### config.mk
export PLATFORM = sky130hd
export DESIGN_NAME = polyphase_fir_decimator
export DESIGN_NICKNAME = d
export VERILOG_FILES = /design/src/rtl/pfd_pkg.sv /design/src/rtl/polyphase_fir_decimator.sv
export VERILOG_INCLUDE_DIRS = /design/src /design/src/rtl
export SDC_FILE = /design/constraint.sdc
export NUM_CORES = 2
export LEC_CHECK = 0
export BUFFER_PORTS_ARGS = -buffer_cell sky130_fd_sc_hd__clkbuf_2
export CAP_MARGIN = 25
export CORE_ASPECT_RATIO = 0.6
export CORE_UTILIZATION = 25
export CTS_CLUSTER_SIZE = 14
export DETAILED_ROUTE_END_ITERATION = 10
export GPL_ROUTABILITY_DRIVEN = 0
export GPL_TIMING_DRIVEN = 1
export PLACE_DENSITY = 0.47
export RECOVER_POWER = 25
export SLEW_MARGIN = 20
export SYNTH_ARGS = -nofsm -noshare
export SYNTH_HDL_FRONTEND = slang
export SYNTH_SLANG_ARGS = --single-unit
### constraint.sdc
create_clock -name clk_i -period 16.8 [get_ports clk_i]
set_input_delay 0.84 -clock clk_i [delete_from_list [all_inputs] [get_ports clk_i]]
set_output_delay 0.84 -clock clk_i [all_outputs]
set_load 0.02 [all_outputs]
### src/rtl/polyphase_fir_decimator_assert.svh
// Assertion macros for the polyphase FIR decimator
`ifndef POLYPHASE_FIR_DECIMATOR_ASSERT_SVH
`define POLYPHASE_FIR_DECIMATOR_ASSERT_SVH

`ifndef NO_ASSERTIONS
// Check a property on every clock edge outside reset
`define PFD_ASSERT(lbl, prop) \
  lbl: assert property (@(posedge clk_i) disable iff (!rst_ni) (prop)) \
    else $error("pfd: assertion failed");
// Check that an antecedent implies a consequent in the same cycle
`define PFD_ASSERT_IMP(lbl, ante, cons) \
  lbl: assert property (@(posedge clk_i) disable iff (!rst_ni) (ante) |-> (cons)) \
    else $error("pfd: implication failed");
`else
`define PFD_ASSERT(lbl, prop)
`define PFD_ASSERT_IMP(lbl, ante, cons)
`endif

`endif

### src/rtl/pfd_pkg.sv
// Package with sizes, defaults and codes of the polyphase FIR decimator
package pfd_pkg;

  localparam int unsigned MAX_TAPS_DEF    = 64;
  localparam int unsigned MAX_FACTOR_DEF  = 8;
  localparam int unsigned SAMPLE_BITS_DEF = 16;
  localparam int unsigned COEF_BITS_DEF   = 16;

  // Register field widths and reset values
  localparam int unsigned FACTOR_REG_W = 4;
  localparam int unsigned TAPS_REG_W   = 7;
  localparam int unsigned CFG_IDX_W    = 2;
  localparam int unsigned CFG_DATA_W   = 8;
  localparam logic [FACTOR_REG_W-1:0] FACTOR_RESET = FACTOR_REG_W'(2);
  localparam logic [TAPS_REG_W-1:0]   TAPS_RESET   = TAPS_REG_W'(64);

  // Register indexes
  localparam logic [CFG_IDX_W-1:0] CFG_FACTOR = CFG_IDX_W'(0);
  localparam logic [CFG_IDX_W-1:0] CFG_TAPS   = CFG_IDX_W'(1);

  // Item modes
  localparam int unsigned MODE_W = 2;
  localparam int unsigned COEF_IDX_W = 6;
  localparam logic [MODE_W-1:0] MODE_SAMPLE = MODE_W'(0);
  localparam logic [MODE_W-1:0] MODE_COEF   = MODE_W'(1);
  localparam logic [MODE_W-1:0] MODE_CLEAR  = MODE_W'(2);
  localparam logic [MODE_W-1:0] MODE_NONE   = MODE_W'(3);

endpackage

### src/rtl/polyphase_fir_decimator.sv
// Polyphase FIR decimator with one shared multiply-accumulate unit
//
// Channel   Direction  Handshake                 Payload
// in        sink       in_valid_i / in_stall_o   mode_i, sample_in_i, coef_index_i, coef_value_i
// out       source     out_valid_o / out_stall_i sample_out_o
// cfg       sink       cfg_valid_i / cfg_ready_o cfg_index_i, cfg_data_i
//
// A sample item serving phase p issues ceil((N - p) / M) products (none when no tap falls in
// its phase), one product per cycle through the single multiplier, with accept, memory read,
// product and drain steps around them before the next accept. The sample that serves phase
// 0 then loads the output register, and holds there while a result still
// waits unaccepted. Coefficient, clear and unused items leave the sequencer idle. At 64 taps
// and factor 8 a sample issues 8 products. Items are held off while a register write is offered.
// Reset clears the sample history and coefficient store at once through per-entry valid bits;
// no clearing pass is needed.
module polyphase_fir_decimator #(
  parameter int unsigned MAX_TAPS    = pfd_pkg::MAX_TAPS_DEF,
  parameter int unsigned MAX_FACTOR  = pfd_pkg::MAX_FACTOR_DEF,
  parameter int unsigned SAMPLE_BITS = pfd_pkg::SAMPLE_BITS_DEF,
  parameter int unsigned COEF_BITS   = pfd_pkg::COEF_BITS_DEF
) (
  input  logic                                 clk_i,
  input  logic                                 rst_ni,
  // item input
  input  logic                                 in_valid_i,
  output logic                                 in_stall_o,
  input  logic [pfd_pkg::MODE_W-1:0]           mode_i,
  input  logic signed [SAMPLE_BITS-1:0]        sample_in_i,
  input  logic [pfd_pkg::COEF_IDX_W-1:0]       coef_index_i,
  input  logic signed [COEF_BITS-1:0]          coef_value_i,
  // result output
  output logic                                 out_valid_o,
  input  logic                                 out_stall_i,
  output logic signed [SAMPLE_BITS-1:0]        sample_out_o,
  // register writes
  input  logic                                 cfg_valid_i,
  output logic                                 cfg_ready_o,
  input  logic [pfd_pkg::CFG_IDX_W-1:0]        cfg_index_i,
  input  logic [pfd_pkg::CFG_DATA_W-1:0]       cfg_data_i
);

  `include "polyphase_fir_decimator_assert.svh"

  localparam int unsigned PTR_W  = (MAX_TAPS > 1) ? $clog2(MAX_TAPS) : 1;
  localparam int unsigned FACT_W = $clog2(MAX_FACTOR + 1);
  localparam int unsigned TAP_W  = $clog2(MAX_TAPS + 1);
  localparam int unsigned K_W    = $clog2(MAX_TAPS + MAX_FACTOR + 1);
  localparam int unsigned PROD_W = SAMPLE_BITS + COEF_BITS;
  localparam int unsigned ACC_W  = PROD_W + $clog2(MAX_TAPS) + 1;
  localparam int unsigned RND_W  = ACC_W + 1;
  localparam int unsigned FB     = COEF_BITS - 1;
  localparam logic signed [RND_W-1:0] SAT_HI =
    RND_W'((64'sd1 <<< (SAMPLE_BITS - 1)) - 64'sd1);
  localparam logic signed [RND_W-1:0] SAT_LO = -SAT_HI - RND_W'(1);
  localparam logic [PTR_W-1:0] PTR_LAST = PTR_W'(MAX_TAPS - 1);

  // Sequencer codes
  localparam logic [1:0] S_IDLE  = 2'd0;
  localparam logic [1:0] S_MAC   = 2'd1;
  localparam logic [1:0] S_DRAIN = 2'd2;
  localparam logic [1:0] S_EMIT  = 2'd3;

  logic [1:0] state_q, state_d;

  // Configuration registers
  logic [pfd_pkg::FACTOR_REG_W-1:0] fact_reg_q;
  logic [pfd_pkg::TAPS_REG_W-1:0]   taps_reg_q;
  logic [FACT_W-1:0] fact_eff;
  logic [TAP_W-1:0]  taps_eff;

  // Stores: history as a circular buffer, coefficients by tap number
  logic [SAMPLE_BITS-1:0] hist_mem [MAX_TAPS];
  logic [COEF_BITS-1:0]   coef_mem [MAX_TAPS];
  logic [MAX_TAPS-1:0]    hist_vld_q;
  logic [MAX_TAPS-1:0]    coef_vld_q;
  logic [PTR_W-1:0]       wp_q, wp_next;

  // Sequencer and datapath registers
  logic [FACT_W-1:0] phase_q, phase_d;
  logic [K_W-1:0]    k_q, k_d, j_q, j_d;
  logic              iss;
  logic [PTR_W-1:0]  haddr;
  logic signed [K_W:0] hdiff;

  logic                          rd_v_q, prod_v_q;
  logic signed [SAMPLE_BITS-1:0] hist_rd_q;
  logic                          hist_rd_vld_q;
  logic signed [COEF_BITS-1:0]   coef_rd_q;
  logic                          coef_rd_vld_q;
  logic signed [SAMPLE_BITS-1:0] op_a;
  logic signed [COEF_BITS-1:0]   op_b;
  logic signed [PROD_W-1:0]      prod_q;
  logic signed [ACC_W-1:0]       acc_q;
  logic signed [RND_W-1:0]       rnd, shifted;
  logic signed [SAMPLE_BITS-1:0] sat;
  logic                          out_valid_q;
  logic signed [SAMPLE_BITS-1:0] out_q;

  logic in_acc, cfg_acc, out_free, restart;
  logic is_sample, is_coef, is_clear;
  logic [FACT_W-1:0] phase_start;

  // Clamp the registers to their usable ranges
  assign fact_eff = (fact_reg_q == '0) ? FACT_W'(1) :
                    (32'(fact_reg_q) > MAX_FACTOR) ? FACT_W'(MAX_FACTOR) :
                    FACT_W'(fact_reg_q);
  assign taps_eff = (32'(taps_reg_q) > MAX_TAPS) ? TAP_W'(MAX_TAPS) : TAP_W'(taps_reg_q);

  // Hold items off while a register write is offered, so the two never meet
  assign in_stall_o  = (state_q != S_IDLE) || cfg_valid_i;
  assign cfg_ready_o = (state_q == S_IDLE);
  assign in_acc      = in_valid_i && !in_stall_o;
  assign cfg_acc     = cfg_valid_i && cfg_ready_o;
  assign out_free    = !out_valid_q || !out_stall_i;

  assign is_sample = in_acc && (mode_i == pfd_pkg::MODE_SAMPLE);
  assign is_coef   = in_acc && (mode_i == pfd_pkg::MODE_COEF);
  assign is_clear  = in_acc && (mode_i == pfd_pkg::MODE_CLEAR);

  // A write to the factor or taps register, or a coefficient load, restarts the filter
  assign restart = is_coef ||
                   (cfg_acc && ((cfg_index_i == pfd_pkg::CFG_FACTOR) ||
                                (cfg_index_i == pfd_pkg::CFG_TAPS)));

  // A phase of zero stands for a full count of M; serve the phase one below it
  assign phase_start = ((phase_q == '0) || (phase_q > fact_eff)) ? fact_eff - FACT_W'(1)
                                                                  : phase_q - FACT_W'(1);

  assign wp_next = (wp_q == PTR_LAST) ? '0 : wp_q + PTR_W'(1);

  // Issue one tap per cycle while the tap number stays below N
  assign iss = (state_q == S_MAC) && (k_q < K_W'(taps_eff));

  // History entry j samples back sits j slots behind the write pointer
  always_comb begin
    hdiff = $signed({{(K_W + 1 - PTR_W){1'b0}}, wp_q}) - $signed({1'b0, j_q});
    if (hdiff < 0) begin
      hdiff = hdiff + (K_W + 1)'(MAX_TAPS);
    end
    haddr = hdiff[PTR_W-1:0];
  end

  // Sequencer
  always_comb begin
    state_d = state_q;
    phase_d = phase_q;
    k_d     = k_q;
    j_d     = j_q;
    unique case (state_q)
      S_IDLE: begin
        if (restart) begin
          phase_d = '0;
        end else if (is_sample) begin
          phase_d = phase_start;
          k_d     = K_W'(phase_start);
          j_d     = '0;
          state_d = S_MAC;
        end
      end
      S_MAC: begin
        if (iss) begin
          k_d = k_q + K_W'(fact_eff);
          j_d = j_q + K_W'(fact_eff);
        end else begin
          state_d = S_DRAIN;
        end
      end
      S_DRAIN: begin
        if (!rd_v_q && !prod_v_q) begin
          state_d = (phase_q == '0) ? S_EMIT : S_IDLE;
        end
      end
      S_EMIT: begin
        if (out_free) begin
          state_d = S_IDLE;
        end
      end
      default: state_d = S_IDLE;
    endcase
  end

  // Round half up, then saturate
  always_comb begin
    rnd     = $signed({acc_q[ACC_W-1], acc_q}) + (RND_W'(1) <<< (FB - 1));
    shifted = rnd >>> FB;
    if (shifted > SAT_HI) begin
      sat = SAMPLE_BITS'(SAT_HI);
    end else if (shifted < SAT_LO) begin
      sat = SAMPLE_BITS'(SAT_LO);
    end else begin
      sat = shifted[SAMPLE_BITS-1:0];
    end
  end

  // Invalid entries read as zero
  assign op_a = hist_rd_vld_q ? hist_rd_q : '0;
  assign op_b = coef_rd_vld_q ? coef_rd_q : '0;

  // Control state
  always_ff @(posedge clk_i or negedge rst_ni) begin
    if (!rst_ni) begin
      state_q     <= S_IDLE;
      fact_reg_q  <= pfd_pkg::FACTOR_RESET;
      taps_reg_q  <= pfd_pkg::TAPS_RESET;
      phase_q     <= '0;
      k_q         <= '0;
      j_q         <= '0;
      wp_q        <= '0;
      hist_vld_q  <= '0;
      coef_vld_q  <= '0;
      rd_v_q      <= 1'b0;
      prod_v_q    <= 1'b0;
      acc_q       <= '0;
      out_valid_q <= 1'b0;
    end else begin
      state_q  <= state_d;
      phase_q  <= phase_d;
      k_q      <= k_d;
      j_q      <= j_d;
      rd_v_q   <= iss;
      prod_v_q <= rd_v_q;

      if (cfg_acc && (cfg_index_i == pfd_pkg::CFG_FACTOR)) begin
        fact_reg_q <= cfg_data_i[pfd_pkg::FACTOR_REG_W-1:0];
      end
      if (cfg_acc && (cfg_index_i == pfd_pkg::CFG_TAPS)) begin
        taps_reg_q <= cfg_data_i[pfd_pkg::TAPS_REG_W-1:0];
      end

      // Drop the history on restart or clear; mark a fresh sample valid
      if (restart || is_clear) begin
        hist_vld_q <= '0;
      end else if (is_sample) begin
        hist_vld_q[wp_next] <= 1'b1;
        wp_q <= wp_next;
      end
      if (is_coef && (32'(coef_index_i) < MAX_TAPS)) begin
        coef_vld_q[PTR_W'(coef_index_i)] <= 1'b1;
      end

      // Accumulate one product per cycle; clear on restart and after emitting
      if (restart) begin
        acc_q <= '0;
      end else if (prod_v_q) begin
        acc_q <= acc_q + {{(ACC_W - PROD_W){prod_q[PROD_W-1]}}, prod_q};
      end else if ((state_q == S_EMIT) && out_free) begin
        acc_q <= '0;
      end

      if ((state_q == S_EMIT) && out_free) begin
        out_valid_q <= 1'b1;
      end else if (!out_stall_i) begin
        out_valid_q <= 1'b0;
      end
    end
  end

  // Stores, read data and payload registers
  always_ff @(posedge clk_i) begin
    if (is_sample) begin
      hist_mem[wp_next] <= sample_in_i;
    end
    if (is_coef && (32'(coef_index_i) < MAX_TAPS)) begin
      coef_mem[PTR_W'(coef_index_i)] <= coef_value_i;
    end
    if (iss) begin
      hist_rd_q     <= hist_mem[haddr];
      hist_rd_vld_q <= hist_vld_q[haddr];
      coef_rd_q     <= coef_mem[k_q[PTR_W-1:0]];
      coef_rd_vld_q <= coef_vld_q[k_q[PTR_W-1:0]];
    end
    if (rd_v_q) begin
      prod_q <= op_a * op_b;
    end
    if ((state_q == S_EMIT) && out_free) begin
      out_q <= sat;
    end
  end

  assign out_valid_o  = out_valid_q;
  assign sample_out_o = out_q;

  `PFD_ASSERT(a_idle_pipe_empty, (state_q != S_IDLE) || (!rd_v_q && !prod_v_q))
  `PFD_ASSERT_IMP(a_emit_at_phase_zero, state_q == S_EMIT, phase_q == '0)
  `PFD_ASSERT_IMP(a_out_from_emit, $rose(out_valid_q), $past(state_q) == S_EMIT)
  `PFD_ASSERT_IMP(a_read_from_mac, rd_v_q, $past(state_q) == S_MAC)

endmodule
Yosys cells after proc, flatten, opt, wreduce, memory -nomap -nowiden
Memory sizes are Yosys's and may differ from the RTL's. A register that Yosys moved wholly into a read port is not among the register bits.
Index checks and enable logic that the tools add are counted.
Word-level totals
  input bits: 55
  register bits: 257
  bits in writable memories: 2048
  word-level logic and storage cells: 142
  bits in latches: 0
  output and inout bits: 19
  memories: 2
  ROM bits: 0
Memories
  coef_mem: words 64, width 16, rd ports 1, clocked after Yosys merged registers in 1, write ports 1, RTL line polyphase_fir_decimator.sv:73  | logic [COEF_BITS-1:0] coef_mem [MAX_TAPS];
  hist_mem: words 64, width 16, rd ports 1, clocked after Yosys merged registers in 1, write ports 1, RTL line polyphase_fir_decimator.sv:72  | logic [SAMPLE_BITS-1:0] hist_mem [MAX_TAPS];
Operators by class
  reductions and logical operators: 38
  multipliers: 1
  $add $sub $neg: 9
  order comparisons: 13
  muxes and demuxes: 45
  bitwise logic cells: 3
  shift operators: 0
  eq/ne operators: 14
  divide/modulo/power cells: 0
Operator list (number)
  two-way mux 64 bit: 2
  bitwise OR 64 bit: 2
  two-way mux 39 bit: 3
  two-way mux 7 bit: 7
  two-way mux 16 bit: 3
  adder 39 x 16 -> 40 bit, second input constant: 1
  adder 39 bit: 1
  multiplier 16 x 16 -> 32 bit: 1
  less-than comparator 6 x 7 -> 1 bit, second input constant: 4
  case mux 7 bit (2 select lines): 2
  > comparator 25 x 16 -> 1 bit, second input constant: 1
  less-than comparator 25 x 16 -> 1 bit, second input constant: 1
  two-way mux 4 bit: 5
  adder 7 x 4 -> 7 bit: 2
  logical AND 1 bit: 13
  adder 6 x 1 -> 6 bit, second input constant: 2
  binary-select mux 1 bit (select 6 bit): 2
  demux 1 bit (select 6 bit): 2
  >= comparator 6 x 1 -> 1 bit, second input constant: 2
  two-way mux 2 bit: 6
  two-way mux 6 bit: 2
  two-way mux 1 bit: 10
  inequality test 2 bit, second input constant: 5
  zero test 4 bit: 2
  other kinds (21): 42

Longest topological paths before layout
  depth in word-level cells: 9
  depth in mapped cells: 25
  depth with buffers taken out: 23

Worst setup path before layout
OpenSTA, ideal clock, no wires.
  kind: reg-to-reg
  start point: register hist_rd_vld_q
  end point: register prod_q[31], data pin
  required time: 16.642 ns
  clock period less this slack: 6.465 ns
  arrival: 6.307 ns
  setup slack: 10.335 ns
  setup time: 0.158 ns
  buffers on the path: 2
  cell stages (with the launch flop): 22
  cells stage by stage: edfxtp_1 -> clkbuf_1 -> buf_1 -> nand2_1 -> nor2_1 -> fa_1 -> fa_1 -> fa_1 -> fa_1 -> fa_1 -> inv_1 -> fa_1 -> inv_1 -> ha_1 -> a21oi_1 -> o21ai_0 -> a21oi_1 -> o21ai_0 -> a221o_1 -> or4_1 -> a2111o_1 -> o211ai_1
Between the ends
  word-level cells in the longest chain between the ends: 2
RTL lines
  start, declared: RTL line polyphase_fir_decimator.sv:87  | logic hist_rd_vld_q;
  start signal, assigned: RTL line polyphase_fir_decimator.sv:268  | hist_rd_vld_q <= hist_vld_q[haddr];
  two-way mux 16 bit: RTL line polyphase_fir_decimator.sv:196  | assign op_a = hist_rd_vld_q ? hist_rd_q : '0;
  multiplier 16 x 16 -> 32 bit: RTL line polyphase_fir_decimator.sv:273  | prod_q <= op_a * op_b;
  end signal, assigned: RTL line polyphase_fir_decimator.sv:273
  end, declared: RTL line polyphase_fir_decimator.sv:92  | logic signed [PROD_W-1:0] prod_q;
No other way between the ends.
A chain may end at the register's enable or synchronous reset.

Worst setup path in the final report
Ends and elaborated chain as after synthesis.

==> results by group <==
Run status
  • Status: complete, but fails checks
  • Failing checks: max-capacitance violations, max-slew violations

STA
  • Period utilization: about 46%
  • Setup Skew: about 120 ps
  • RSZ-0062 raised after global routing: no
  • Worst slew margin: -121%
  • Final hold viol count: 0
  • Peak Freq: ~0.13 GHz
  • Max-slew violations: 1,757
  • Setup total negative slack: 0 ps
  • Worst Tran Pin Value: 3310 ps
  • Number of setup violations in the final report: 0
  • Final Critical Period: a little under 8000 ps

Finish
  • Multi-input logic area: roughly 31,000 um2
  • Area Growth Syn to Fin: 15.4%
  • Register Area: between 60,000 and 70,000 um2
  • Fill cells: between 30,000 and 40,000
  • Final nets: approximately 6,100
  • Share of layout cells above drive strength 1: 25.0%
  • Non-Filler Instances: approximately 11,000

Placed design
  • # port buffers: between 70 and 80
  • DP Wirelength: about 170 mm
  • Cells after DPL: approximately 11,000

Global route
  • Initial antenna violation count: 26
  • Largest net degree at the start of global routing: around 110
  • Global route overflow: 0
  • Vias in the first global route: 52,041
  • First-pass GRT wire length: slightly below 400 mm
  • Global Route Usage Sum: 13.4%

CTS
  • Cts bufs inserted: approximately 240
  • Clk sink count: approximately 2,300
  • Root buf cell: clkbuf_16
  • CTS H-Tree Depth: 4
  • Clock slew at reported path FFs: around 60 ps
  • Clk buf depth: 4
  • Setup Buffers After CTS: 0
  • CTS tree: yes
  • Worst skew pair latency: approximately 950 ps

Synth
  • Most common cell in the netlist: edfxtp_1
  • Yosys reg bits: about 2,300
  • Synth Area in Simple Gates: 3.75%
  • Syn nets: between 5,000 and 6,000
  • Synth Area in Compound Gates: 2.71%
  • Cell Area, Synth: 102,000 um2
  • Count of cell types in the netlist: 70
  • XOR/XNOR share of the synthesized area: less than 1%
  • Largest family of logic cells by synthesized area: multiplexers
  • Cells after Synth: around 5,400
  • Number of flops mapped to enable cells by yosys: 2,130
  • Adder-cell share of the synthesized area: 7.02%
  • Synth warn: 0
  • Area contributors post-synth: edfxtp_1 (63%), mux4_2 (15%), fa_1 (5.2%), dfrtp_1 (5.0%), ha_1 (1.8%)
  • Synth async-reset ratio: 8.82%
  • Post-synth top area share: a little over three fifths
  • Largest area contributor in the netlist: edfxtp_1
  • Mux cell area share after synthesis: about 16%
  • Syn Area/Cell: about 19 um2
  • Dominant synthesized flop cell: edfxtp_1
  • Commonest cells in the netlist: edfxtp_1 (2,130), mux4_2 (697), nor2_1 (331), inv_1 (315), fa_1 (266)
  • Seq/Total Area, Yosys: around two thirds

Pwr
  • Net Sw Power: about 9.5 mW
  • Internal: between 10 and 15 mW
  • Cell Pwr Density: roughly 210 nW/um2
  • Comb pwr share: roughly half
  • Leak Pwr: roughly 39 nW
  • Sequential fraction of design power: 28.9%
  • Clock Power Share: ~22%
  • Sw Share: between 30% and 40%
  • Max VDD drop: between 0.0002 and 0.00025 V

Drt
  • Detailed Routing Iterations Pass 1: 5
  • DRC Markers: 0
  • Vias post-DR: about 51,000
  • Total wire length: ~280 mm
  • Avg WL per Cell: between 20 and 25 um
  • Vias per std cell: between 4 and 5
  • Final antenna-violating net count: 0
  • Initial DRC count: between 5,000 and 6,000

Floorplan
  • Cell Rows: between 150 and 200
  • # IOs: 74
  • Placeable Area: 405,000 um2
  • Initial core utilization: 25.1%
  • Die ar.: roughly 410,000 um2
  • DIE WIDTH: between 800 and 900 um
  • Die H: roughly 500 um

Critical path
  • Critical Path RT: about 17,000 ps
  • Slowest CP cell: edfxtp_1
  • Delay of the slowest cell on the worst path: between 900 and 1000 ps
  • Most used cell, CP: fa_1
  • Reg2reg setup slack: ~9000 ps
  • CP bufs+invs: 3
  • Critical-path maximum fanout: 34
  • Worst Setup End Kind: register
  • Data arrival time of the critical path: about 8400 ps
  • Critical-path cell list: and2_1 -> nand2_1 -> inv_1 -> fa_1 -> fa_1 -> fa_1 -> fa_1 -> fa_1 -> inv_1 -> fa_1 -> inv_1 -> ha_1 -> a21oi_1 -> o21ai_0 -> a21oi_1 -> o21ai_0 -> a221o_1 -> or4_1 -> a2111o_1 -> o211ai_1
  • Critical Setup Path Class: reg2reg
  • Crit path max-delay family: adder cells
  • CP startpoint kind: register

Flow run
  • Max Cap Viol: 27

Hold path
  • HP Class: in2reg
==> registers in the layout, indices dropped and copies added, names as in the netlist <==
| register | cells |
|---|---|
| acc_q | 39 |
| coef_mem | 1024 |
| coef_rd_q | 16 |
| coef_rd_vld_q | 1 |
| coef_vld_q | 64 |
| fact_reg_q | 4 |
| hist_mem | 1024 |
| hist_rd_q | 16 |
| hist_rd_vld_q | 1 |
| hist_vld_q | 64 |
| j_q | 6 |
| k_q | 7 |
| out_valid_o | 1 |
| phase_q | 4 |
| prod_q | 32 |
| prod_v_q | 1 |
| rd_v_q | 1 |
| sample_out_o | 16 |
| state_q | 2 |
| taps_reg_q | 7 |
| wp_q | 6 |
==> kinds of logic after synthesis <==
| logic type | count (synthesis) |
|---|---|
| DFF | 2336 |
| and+or+nand+nor | 846 |
| muxes | 729 |
| buffers and inverters | 558 |
| AOI/OAI and AO/OA | 418 |
| adders and majority gates | 412 |
| xor gates and xnor gates | 92 |
==> power by group through the flow <==
stage               Combinational [mW]  Clock (mW)  Sequential (mW)
global placement                  12.1           0             7.19
floorplan                         8.11           0             7.02
detailed placement                12.2           0             7.20
CTS                               12.2        5.43             7.08
finish                            12.1        5.29             7.08
global route                      13.2        5.64             7.11
==> repair_timing <==
action                    4_1_cts  5_1_grt
hold endpoints to repair        0       32
hold buffers                    0        1
resized for setup               0        0
==> worst register-to-register path, cell delays in order (launching register included) <==
cell	delay, ps
edfxtp_1	970
and2_1	550
nand2_1	180
inv_1	200
fa_1	560
fa_1	580
fa_1	460
fa_1	600
fa_1	530
inv_1	50
fa_1	480
inv_1	50
ha_1	320
a21oi_1	290
o21ai_0	140
a21oi_1	160
o21ai_0	110
a221o_1	340
or4_1	440
a2111o_1	390
o211ai_1	120
==> cell usage in the layout (no fill, tap or decap), types with 15 or more instances in the layout <==
master / Yosys / layout
o21a_1: 72 / 72
xor2_1: 34 / 34
or2_2: 68 / 68
a21o_1: 31 / 31
clkinv_1: 0 / 47
nand3_1: 48 / 48
and3_1: 17 / 17
nor2b_1: 32 / 32
nor2_4: 0 / 67
clkbuf_16: 0 / 237
clkinv_2: 0 / 34
nor2_1: 331 / 203
bufinv_16: 0 / 24
nor3_1: 17 / 17
a211oi_1: 26 / 21
clkbuf_1: 168 / 90
clkbuf_2: 0 / 62
ha_1: 146 / 145
o21ai_0: 89 / 89
dfrtp_1: 204 / 200
clkbuf_8: 0 / 15
edfxtp_1: 2130 / 2130
xnor2_1: 58 / 54
mux4_2: 697 / 697
mux2i_1: 21 / 21
buf_4: 0 / 107
nor2_2: 0 / 61
inv_1: 315 / 314
fa_1: 266 / 265
nand2_1: 244 / 244
a21oi_1: 86 / 83
and2_1: 28 / 28
o21bai_1: 15 / 15
==> cell type report <==
class                   count  share of cell area, %
flip-flops and latches   2336                   58.8
repair buffers            217                   1.23
well taps                5398                   5.75
inverters                 315                   1.01
clock buffers             306                   5.39
clock inverters           125                   1.12
diodes                      7                 0.0149
multi-input cells        2497                   26.7
==> stage by stage <==
stage	area [um2]	utilization [%]	setup slack (ps)	hold slack [ps]	total power, mW
after floorplan	102000	-	10340	434	15.1
after global placement	110000	27.1	9300	446	19.3
after detailed placement	110000	27.1	9180	450	19.4
after CTS	118000	29.0	9090	69.4	24.7
after global routing	118000	29.0	8620	224	26.0
final	118000	29.0	9030	267	24.5
==> layer usage <==
layer  vias to the layer above  track usage [%]  share of wire [%]  wire [um]
met5                         -                0             0.0047         13
met4                         2             2.45                1.7       4670
met3                       289             2.57                6.7      18600
met2                      1512             18.7                 41     114000
met1                     27955             21.6                 51     141000
li1                      21571                -                  -          -
==> path summary, 6_finish.rpt <==
kind,startpoint,endpoint,cells after the start
max in group asynchronous,rst_ni,k_q[2],3
max reg2reg,hist_rd_vld_q,prod_q[31],20
max,hist_rd_vld_q,prod_q[31],20
min in group asynchronous,rst_ni,coef_vld_q[12],2
min,out_stall_i,out_valid_o,3
min reg2reg,coef_vld_q[46],coef_vld_q[46],1
(Power assumes the default switching activity.)
